**src/rtl/scrd_pkg.sv**
```systemverilog
// ----------------------------------------------------------------------------
// scrd_pkg
// constants and types for the sync word deframer with crc-32 check
// ----------------------------------------------------------------------------
`timescale 1ns / 1ps
`default_nettype none

package scrd_pkg;

    localparam int IN_TDATA_W  = 8;
    localparam int RANGE_W     = 32;
    localparam int CRC_W       = 32;
    localparam int OUT_TDATA_W = 40;

    localparam logic [7:0]       SYNC_FIRST  = 8'h85;
    localparam logic [7:0]       SYNC_SECOND = 8'hA4;
    localparam logic [CRC_W-1:0] CRC_POLY    = 32'hEDB88320;
    localparam logic [CRC_W-1:0] CRC_INIT    = 32'hFFFFFFFF;

    // result word, range bits in the lowest bits
    typedef struct packed {
        logic [OUT_TDATA_W-RANGE_W-2:0] pad;
        logic                           crc_ok;
        logic [RANGE_W-1:0]             range_bits;
    } t_out_data;

endpackage

`default_nettype wire

```
**src/rtl/scrd_crc8.sv**
```systemverilog
// ----------------------------------------------------------------------------
// scrd_crc8
// reflected crc-32 register update over one byte
// ----------------------------------------------------------------------------
`timescale 1ns / 1ps
`default_nettype none

module scrd_crc8 (
    input  wire logic [scrd_pkg::CRC_W-1:0] i_crc,
    input  wire logic [7:0]                 i_byte,
    output logic      [scrd_pkg::CRC_W-1:0] o_crc
);
    import scrd_pkg::*;

    always_comb begin
        logic [CRC_W-1:0] v_crc;
        v_crc = i_crc ^ {{(CRC_W-8){1'b0}}, i_byte};
        for (int k = 0; k < 8; k++) begin
            if (v_crc[0]) begin
                v_crc = (v_crc >> 1) ^ CRC_POLY;
            end else begin
                v_crc = v_crc >> 1;
            end
        end
        o_crc = v_crc;
    end

endmodule

`default_nettype wire

```
**src/rtl/sync_crc32_range_deframer.sv**
```systemverilog
// ----------------------------------------------------------------------------
// sync_crc32_range_deframer: the last crc byte is registered in the input stage,
// then its result in the result stage; 1 byte per cycle unless a result stalls
// at the output, using the combinational byte-wide crc update; synchronous
// active-low reset clears the input and result stages and restarts the sync hunt; a pending result is dropped
// ----------------------------------------------------------------------------
`timescale 1ns / 1ps
`default_nettype none

module sync_crc32_range_deframer (
    input  wire logic                                i_clk,
    input  wire logic                                i_rst_n,
    input  wire logic                                i_s_axis_tvalid,
    output logic                                     o_s_axis_tready,
    input  wire logic [scrd_pkg::IN_TDATA_W-1:0]     i_s_axis_tdata,   // rx_byte
    output logic                                     o_m_axis_tvalid,
    input  wire logic                                i_m_axis_tready,
    output logic      [scrd_pkg::OUT_TDATA_W-1:0]    o_m_axis_tdata    // range_bits, crc_ok, zero pad
);
    import scrd_pkg::*;

    typedef enum logic [1:0] {
        PH_HUNT1,
        PH_HUNT2,
        PH_PAYLOAD,
        PH_CRC
    } t_phase;

    logic                  r_in_valid, n_in_valid;
    logic [IN_TDATA_W-1:0] r_in_byte, n_in_byte;
    t_phase                r_phase, n_phase;
    logic [1:0]            r_byte_count, n_byte_count;
    logic [CRC_W-1:0]      r_crc, n_crc;
    logic [RANGE_W-1:0]    r_payload, n_payload;
    logic [CRC_W-1:0]      r_rx_crc, n_rx_crc;
    logic                  r_out_valid, n_out_valid;
    t_out_data             r_out_data, n_out_data;

    logic                  w_crc_next_valid;
    logic [CRC_W-1:0]      w_crc_next;
    logic                  w_last;
    logic                  w_adv;
    logic                  w_in_ready;

    scrd_crc8 u_crc8 (
        .i_crc  (r_crc),
        .i_byte (r_in_byte),
        .o_crc  (w_crc_next)
    );

    assign w_crc_next_valid = (r_phase == PH_PAYLOAD);
    assign w_last     = (r_phase == PH_CRC) && (r_byte_count == 2'd3);
    assign w_adv      = r_in_valid && (!w_last || !r_out_valid || i_m_axis_tready);
    assign w_in_ready = !r_in_valid || w_adv;

    always_comb begin
        n_in_valid   = r_in_valid;
        n_in_byte    = r_in_byte;
        n_phase      = r_phase;
        n_byte_count = r_byte_count;
        n_crc        = r_crc;
        n_payload    = r_payload;
        n_rx_crc     = r_rx_crc;
        n_out_valid  = r_out_valid && !i_m_axis_tready;
        n_out_data   = r_out_data;

        if (w_in_ready) begin
            n_in_valid = i_s_axis_tvalid;
            n_in_byte  = i_s_axis_tdata;
        end

        if (w_adv) begin
            unique case (r_phase)
                PH_HUNT1: begin
                    if (r_in_byte == SYNC_FIRST) begin
                        n_phase = PH_HUNT2;
                    end
                end
                PH_HUNT2: begin
                    if (r_in_byte == SYNC_SECOND) begin
                        n_phase      = PH_PAYLOAD;
                        n_byte_count = 2'd0;
                        n_crc        = CRC_INIT;
                        n_payload    = '0;
                        n_rx_crc     = '0;
                    end else if (r_in_byte != SYNC_FIRST) begin
                        n_phase = PH_HUNT1;
                    end
                end
                PH_PAYLOAD: begin
                    if (w_crc_next_valid) begin
                        n_crc = w_crc_next;
                    end
                    n_payload = {r_in_byte, r_payload[RANGE_W-1:8]};
                    if (r_byte_count == 2'd3) begin
                        n_byte_count = 2'd0;
                        n_phase      = PH_CRC;
                    end else begin
                        n_byte_count = r_byte_count + 2'd1;
                    end
                end
                PH_CRC: begin
                    n_rx_crc = {r_in_byte, r_rx_crc[CRC_W-1:8]};
                    if (r_byte_count != 2'd3) begin
                        n_byte_count = r_byte_count + 2'd1;
                    end else begin
                        n_byte_count          = 2'd0;
                        n_phase               = PH_HUNT1;
                        n_out_valid           = 1'b1;
                        n_out_data.pad        = '0;
                        n_out_data.crc_ok     = (n_rx_crc == ~r_crc);
                        n_out_data.range_bits = r_payload;
                    end
                end
                default: begin
                    n_phase = PH_HUNT1;
                end
            endcase
        end
    end

    always_ff @(posedge i_clk) begin
        r_in_byte  <= n_in_byte;
        r_crc      <= n_crc;
        r_payload  <= n_payload;
        r_rx_crc   <= n_rx_crc;
        r_out_data <= n_out_data;
        if (!i_rst_n) begin
            r_in_valid   <= 1'b0;
            r_phase      <= PH_HUNT1;
            r_byte_count <= 2'd0;
            r_out_valid  <= 1'b0;
        end else begin
            r_in_valid   <= n_in_valid;
            r_phase      <= n_phase;
            r_byte_count <= n_byte_count;
            r_out_valid  <= n_out_valid;
        end
    end

    assign o_s_axis_tready = w_in_ready;
    assign o_m_axis_tvalid = r_out_valid;
    assign o_m_axis_tdata  = r_out_data;

endmodule

`default_nettype wire

```
**config.mk**
```make
export PLATFORM = sky130hd
export DESIGN_NAME = sync_crc32_range_deframer
export DESIGN_NICKNAME = d
export VERILOG_FILES = /design/src/rtl/scrd_pkg.sv /design/src/rtl/scrd_crc8.sv /design/src/rtl/sync_crc32_range_deframer.sv
export SDC_FILE = /design/constraint.sdc
export NUM_CORES = 1
export LEC_CHECK = 0
export BUFFER_PORTS_ARGS = -buffer_cell sky130_fd_sc_hd__buf_2
export CAP_MARGIN = 20
export CELL_PAD_IN_SITES_DETAIL_PLACEMENT = 2
export CELL_PAD_IN_SITES_GLOBAL_PLACEMENT = 2
export CORE_MARGIN = 2
export CORE_UTILIZATION = 47
export CTS_BUF_LIST = sky130_fd_sc_hd__clkbuf_16
export DETAILED_ROUTE_END_ITERATION = 10
export GPL_TIMING_DRIVEN = 0
export PLACE_DENSITY_LB_ADDON = 0.1
export SLEW_MARGIN = 30
export SYNTH_ARGS = -nofsm -noshare
export SYNTH_HDL_FRONTEND = slang
export SYNTH_SLANG_ARGS = --single-unit
```
**constraint.sdc**
```tcl
create_clock -name i_clk -period 5.55 [get_ports i_clk]
set_input_delay 0.555 -clock i_clk [delete_from_list [all_inputs] [get_ports i_clk]]
set_output_delay 0.555 -clock i_clk [all_outputs]
set_load 0.02 [all_outputs]
```
* Word level (Yosys, flattened, before mapping)
Cells that the tools add are included.
Widths: inputs -> output; s select.
** Word-level totals
- Input bits :: 12
- Output and inout port bits :: 42
- Word-level logic and storage cells :: 81
- Register bits after elaboration :: 143
** Operators by class
- Reduce and logical (&&, ||, !) cells :: 19
- Muxes and demuxes :: 26
- Equal/unequal tests :: 14
- Add/sub/neg operators :: 1
- Bitwise operators :: 11
** Operators with widths (count)
- $mux 32 :: 10
- $pmux 32 s2 :: 3
- $not 13->14 :: 8
- $eq 32x32->1 :: 1
- $not 32->32 :: 1
- $xor 32x8->32 :: 1
- $eq 8x8->1 const B :: 2
- $mux 2 :: 8
- $reduce_and 3->1 :: 4
- $ne 2x2->1 const B :: 4
- $ne 8x8->1 const B :: 1
- $pmux 2 s4 :: 1
- $eq 2x2->1 const B :: 3
- $pmux 2 s3 :: 1
- $reduce_and 5->1 :: 1
- $logic_not 1->1 :: 4
- $reduce_bool 2->1 :: 2
- $logic_and 1x1->1 :: 3
- $logic_or 1x1->1 :: 3
- $mux 1 :: 3
- $ne 3x3->1 const B :: 1
- $reduce_bool 3->1 :: 1
- $add 2x1->2 const B :: 1
- $eq 2x1->1 const B :: 1
- other kinds (3) :: 3

* Depth between registers and ports, before layout
- Depth in word-level cells :: 18
- Depth in mapped cells :: 6
- Depth with buffers taken out :: 5

* By module
Synthesis repeated with hierarchy kept, for this count alone.
** Unflattened totals
- Cell total of the unflattened synthesis :: 390
- Area total of the unflattened synthesis :: 6272.3 um2
** Modules (own cells, without submodules)
- sync_crc32_range_deframer :: seq. area each 3993.8 um2, times used 1, area an instance 5273.8 um2, cells each 326
- scrd_crc8 :: seq. area each 0.0 um2, times used 1, area an instance 998.5 um2, cells each 64

* Worst setup path after synthesis
OpenSTA, ideal clock, no wires.
- Kind :: register -> register
- Start point :: register r_in_byte[4]
- End point :: register r_rx_crc[10], enable pin
- Buffers on the path :: 0
- Clock period less this slack :: 3.484 ns
- Library setup time :: 0.440 ns
- Data required time :: 5.110 ns
- Stages on the path, launching flop included :: 4
- Setup slack :: 2.066 ns
- Arrival time :: 3.044 ns
- Path through :: edfxtp_1 nor4_1 a21oi_1 nor3b_1
** Between the ends
- Longest elaborated chain between the ends :: 3
** Ends and longest elaborated chain
- start: declaration :: line sync_crc32_range_deframer.sv:30 : logic [IN_TDATA_W-1:0] r_in_byte, n_in_byte;
- start signal: assignment :: line sync_crc32_range_deframer.sv:123 : r_in_byte <= n_in_byte;
- $eq 8x8->1 :: line sync_crc32_range_deframer.sv:80 : if (r_in_byte == SYNC_SECOND) begin
- $ne 2x2->1 (no source line)
- $reduce_and 3->1 (no source line)
- end signal: assignment :: line sync_crc32_range_deframer.sv:126 : r_rx_crc <= n_rx_crc;
- end: declaration :: line sync_crc32_range_deframer.sv:35 : logic [CRC_W-1:0] r_rx_crc, n_rx_crc;
No other way between the ends.
A chain may end at the register's enable or synchronous reset.

* Worst setup path after layout
- Start point :: register r_in_byte[4]
- End point :: register r_rx_crc[15], enable pin
The elaborated chain is that of the path after synthesis.

==> reports/metrics.csv <==
stage,metric,value,unit
place,port bufs,46,
cts,Clock transition at path regs,60,ps
sta,Period minus WS final,2940,ps
cts,Root Driver,clkbuf_16,
synthesis,number of flops mapped to enable cells by yosys,129,
grt,antenna violations before repair,0,
layout,layout cells sized above 1,22.3,%
power_and_ir_drop,switch share,22.0,%
grt,pin count of the biggest net entering global routing,38,
synthesis,YS warnings,0,
power_and_ir_drop,Power per Cell Area,332,nW/um^2
power_and_ir_drop,Sw Pwr,528,uW
layout,"commonest non-fill, non-tap cell in the layout",edfxtp_1,
synthesis,async set-or-reset flop fraction in the synthesized netlist,0,%
route,Avg WL per Cell,27.7,um
synthesis,"Avg Cell Area, Syn",15.8,sq um
sta,"Slew Viols, Final",0,
layout,register area,3990,sq um
sta,achievable clock frequency,340,MHz
synthesis,post-synthesis register bit count,135,
layout,fillers,1123,
sta,setup violators final,0,
cts,hold buffers post-CTS,0,
cts,CTS-repair resized insts,0,
sta,Final period util,53.0,%
route,drt total wl,17900,um
power_and_ir_drop,cell leakage power,2.74,nW
sta,Sum Neg Setup Slack,0,ps
cts,CTS tree,done,
floorplanning,Die Area,13900,sq um
synthesis,post-synthesis sequential area ratio,65.4,%
route,Via density,5.47,
power_and_ir_drop,P_int,1.88,mW
floorplanning,Die W,118,um
route,Final ANT Viol Nets,0,
grt,first-pass GRT wire length,26800,um
layout,"commonest non-fill, non-tap cells in the layout","edfxtp_1 (129), xnor2_1 (53), buf_2 (47)",
cts,H-tree depth,4,
layout,area of the multi-input gates,2040,sq um
setup_path,crit-path max FO,9,
grt,Total GRT Usage,27.6,%
outcome,status,"complete, no violations",
synthesis,"Primary FF master, synth",edfxtp_1,
cts,clk buf depth,2,
synthesis,Synth Instances,387,
layout,Ant. Diodes,0,
layout,area delta synth->final,18.6,%
setup_path,critical path endpoint category,register,
floorplanning,Die H,118,um
cts,total CTS buffers,17,
floorplanning,io pins,54,
route,DRC viols,0,
power_and_ir_drop,Clk pwr share,47.6,%
setup_path,Worst Path Required,5680,ps
setup_path,"Data arrival, critical path",3070,ps
cts,Sink Count,135,
cts,post-CTS setup buffers,0,
floorplanning,row count,41,
worst_hold_path,Hold Path Class,in2reg,
route,Vias,3541,
sta,Fin. Hold Viols,0,
route,DR iter-0 viols,253,
setup_path,CP startpoint kind,register,
sta,Final Skew,12.0,ps
synthesis,Post-Syn Area,6110,sq um
layout,Final nets,475,
grt,vias in the first global route,4019,
route,DRT Pass-1 Iters,4,
grt,total gr overflow,0,
place,GPL Wtd Cong,0.816,
sta,Worst-Margin Slew,909,ps
power_and_ir_drop,peak supply drop,0.223,mV
power_and_ir_drop,Flop pwr share,46.4,%
run,Max Cap Violations,0,
place,post-DP HPWL,11100,um
cts,Clock Latency Late Sink,440,ps
synthesis,number of distinct library cells after synthesis,36,
power_and_ir_drop,combinational fraction of design power,6.0,%
floorplanning,Starting Density,48.2,%
setup_path,Crit Path Class,reg2reg,
sta,max_slew headroom,38.9,%
sta,unrepaired setup endpoints after global routing,false,
layout,post-layout util,57.2,%
floorplanning,core box area,12700,sq um
==> worst max-delay path, stage by stage (launching register included) <==
cell      delay, ps
edfxtp_1        560
nor4_1          850
a21oi_1         170
nor3b_2         720
buf_4           330
==> registers in the layout, indices dropped and copies added (netlist names), named ones only <==
name / cells
r_phase: 1
o_m_axis_tvalid: 1
r_byte_count: 2
r_payload: 32
r_crc: 32
r_in_valid: 1
r_rx_crc: 24
r_in_byte: 8
o_m_axis_tdata: 33
==> logic make-up (layout without fill, tap and decap cells) <==
kind of cell | after synthesis | after routing | share of synthesized area, %
other cells | 1 | 7 | 0.0614
simple gates | 117 | 117 | 10.9
flops | 135 | 135 | 65.4
compound gates | 16 | 16 | 1.66
xor+xnor | 94 | 94 | 19.9
fa+ha+maj | 1 | 1 | 0.205
buf+inv | 23 | 105 | 1.86
==> cell usage after synthesis (all sizes together) (6+ instances only) <==
master,number,area (sq um)
and2,33,206
and3,24,151
buf,8,57.6
clkbuf,13,48.8
dfxtp,6,120
edfxtp,129,3870
nand2,24,90.1
nand2b,9,56.3
nor4,9,56.3
xnor2,65,704
xnor3,14,315
xor2,11,96.3
==> path summary, 6_finish.rpt <==
kind	from	endpoint	slack (ps)	depth (start not counted)
max	r_in_byte[4]$_DFFE_PP_	r_rx_crc[15]$_SDFFCE_PP0P_	2610	4
min	i_s_axis_tdata[7]	r_in_byte[7]$_DFFE_PP_	300	1
min reg2reg	r_payload[6]$_SDFFCE_PN0P_	o_m_axis_tdata[6]$_DFFE_PP_	420	0
max reg2reg	r_in_byte[4]$_DFFE_PP_	r_rx_crc[15]$_SDFFCE_PP0P_	2610	4
==> metrics by stage <==
step,hold slack [ps],worst slack [ps],instance area (sq um),cells,power (mW)
2_1_floorplan,400,2070,6130,393,1.24
3_3_place_gp,401,1020,6570,611,1.26
3_5_place_dp,406,2680,6660,615,1.27
4_1_cts,280,2570,7240,647,2.42
5_1_grt,286,2430,7240,647,2.46
6_report,295,2610,7240,647,2.40
==> routing by layer <==
| metal | GRT usage, % | wire length, um |
|---|---|---|
| met4 | 11.7 | 597 |
| met1 | 31.9 | 6940 |
| met3 | 6.93 | 830 |
| met5 | 0 | 0 |
| met2 | 48.5 | 9530 |
==> cell type report <==
cell class                 instances  share of cell area, %
sequential                       135                   55.1
multi-input combinational        235                   28.2
clock buffer                      17                   5.87
timing repair buffer              50                   4.04
tap                              172                   2.97
clock inverter                    15                   2.23
buffer                            21                   1.47
inverter                           2                  0.104
==> power groups by stage <==
stage          logic [mW]  registers (mW)  clock network [mW]
6_report            0.144            1.11                1.15
4_1_cts             0.143            1.11                1.16
3_3_place_gp        0.129            1.13                   0
5_1_grt             0.152            1.11                1.20
3_5_place_dp        0.134            1.14                   0
2_1_floorplan       0.109            1.13                   0
No activity file was read; power rests on OpenSTA's default activity.
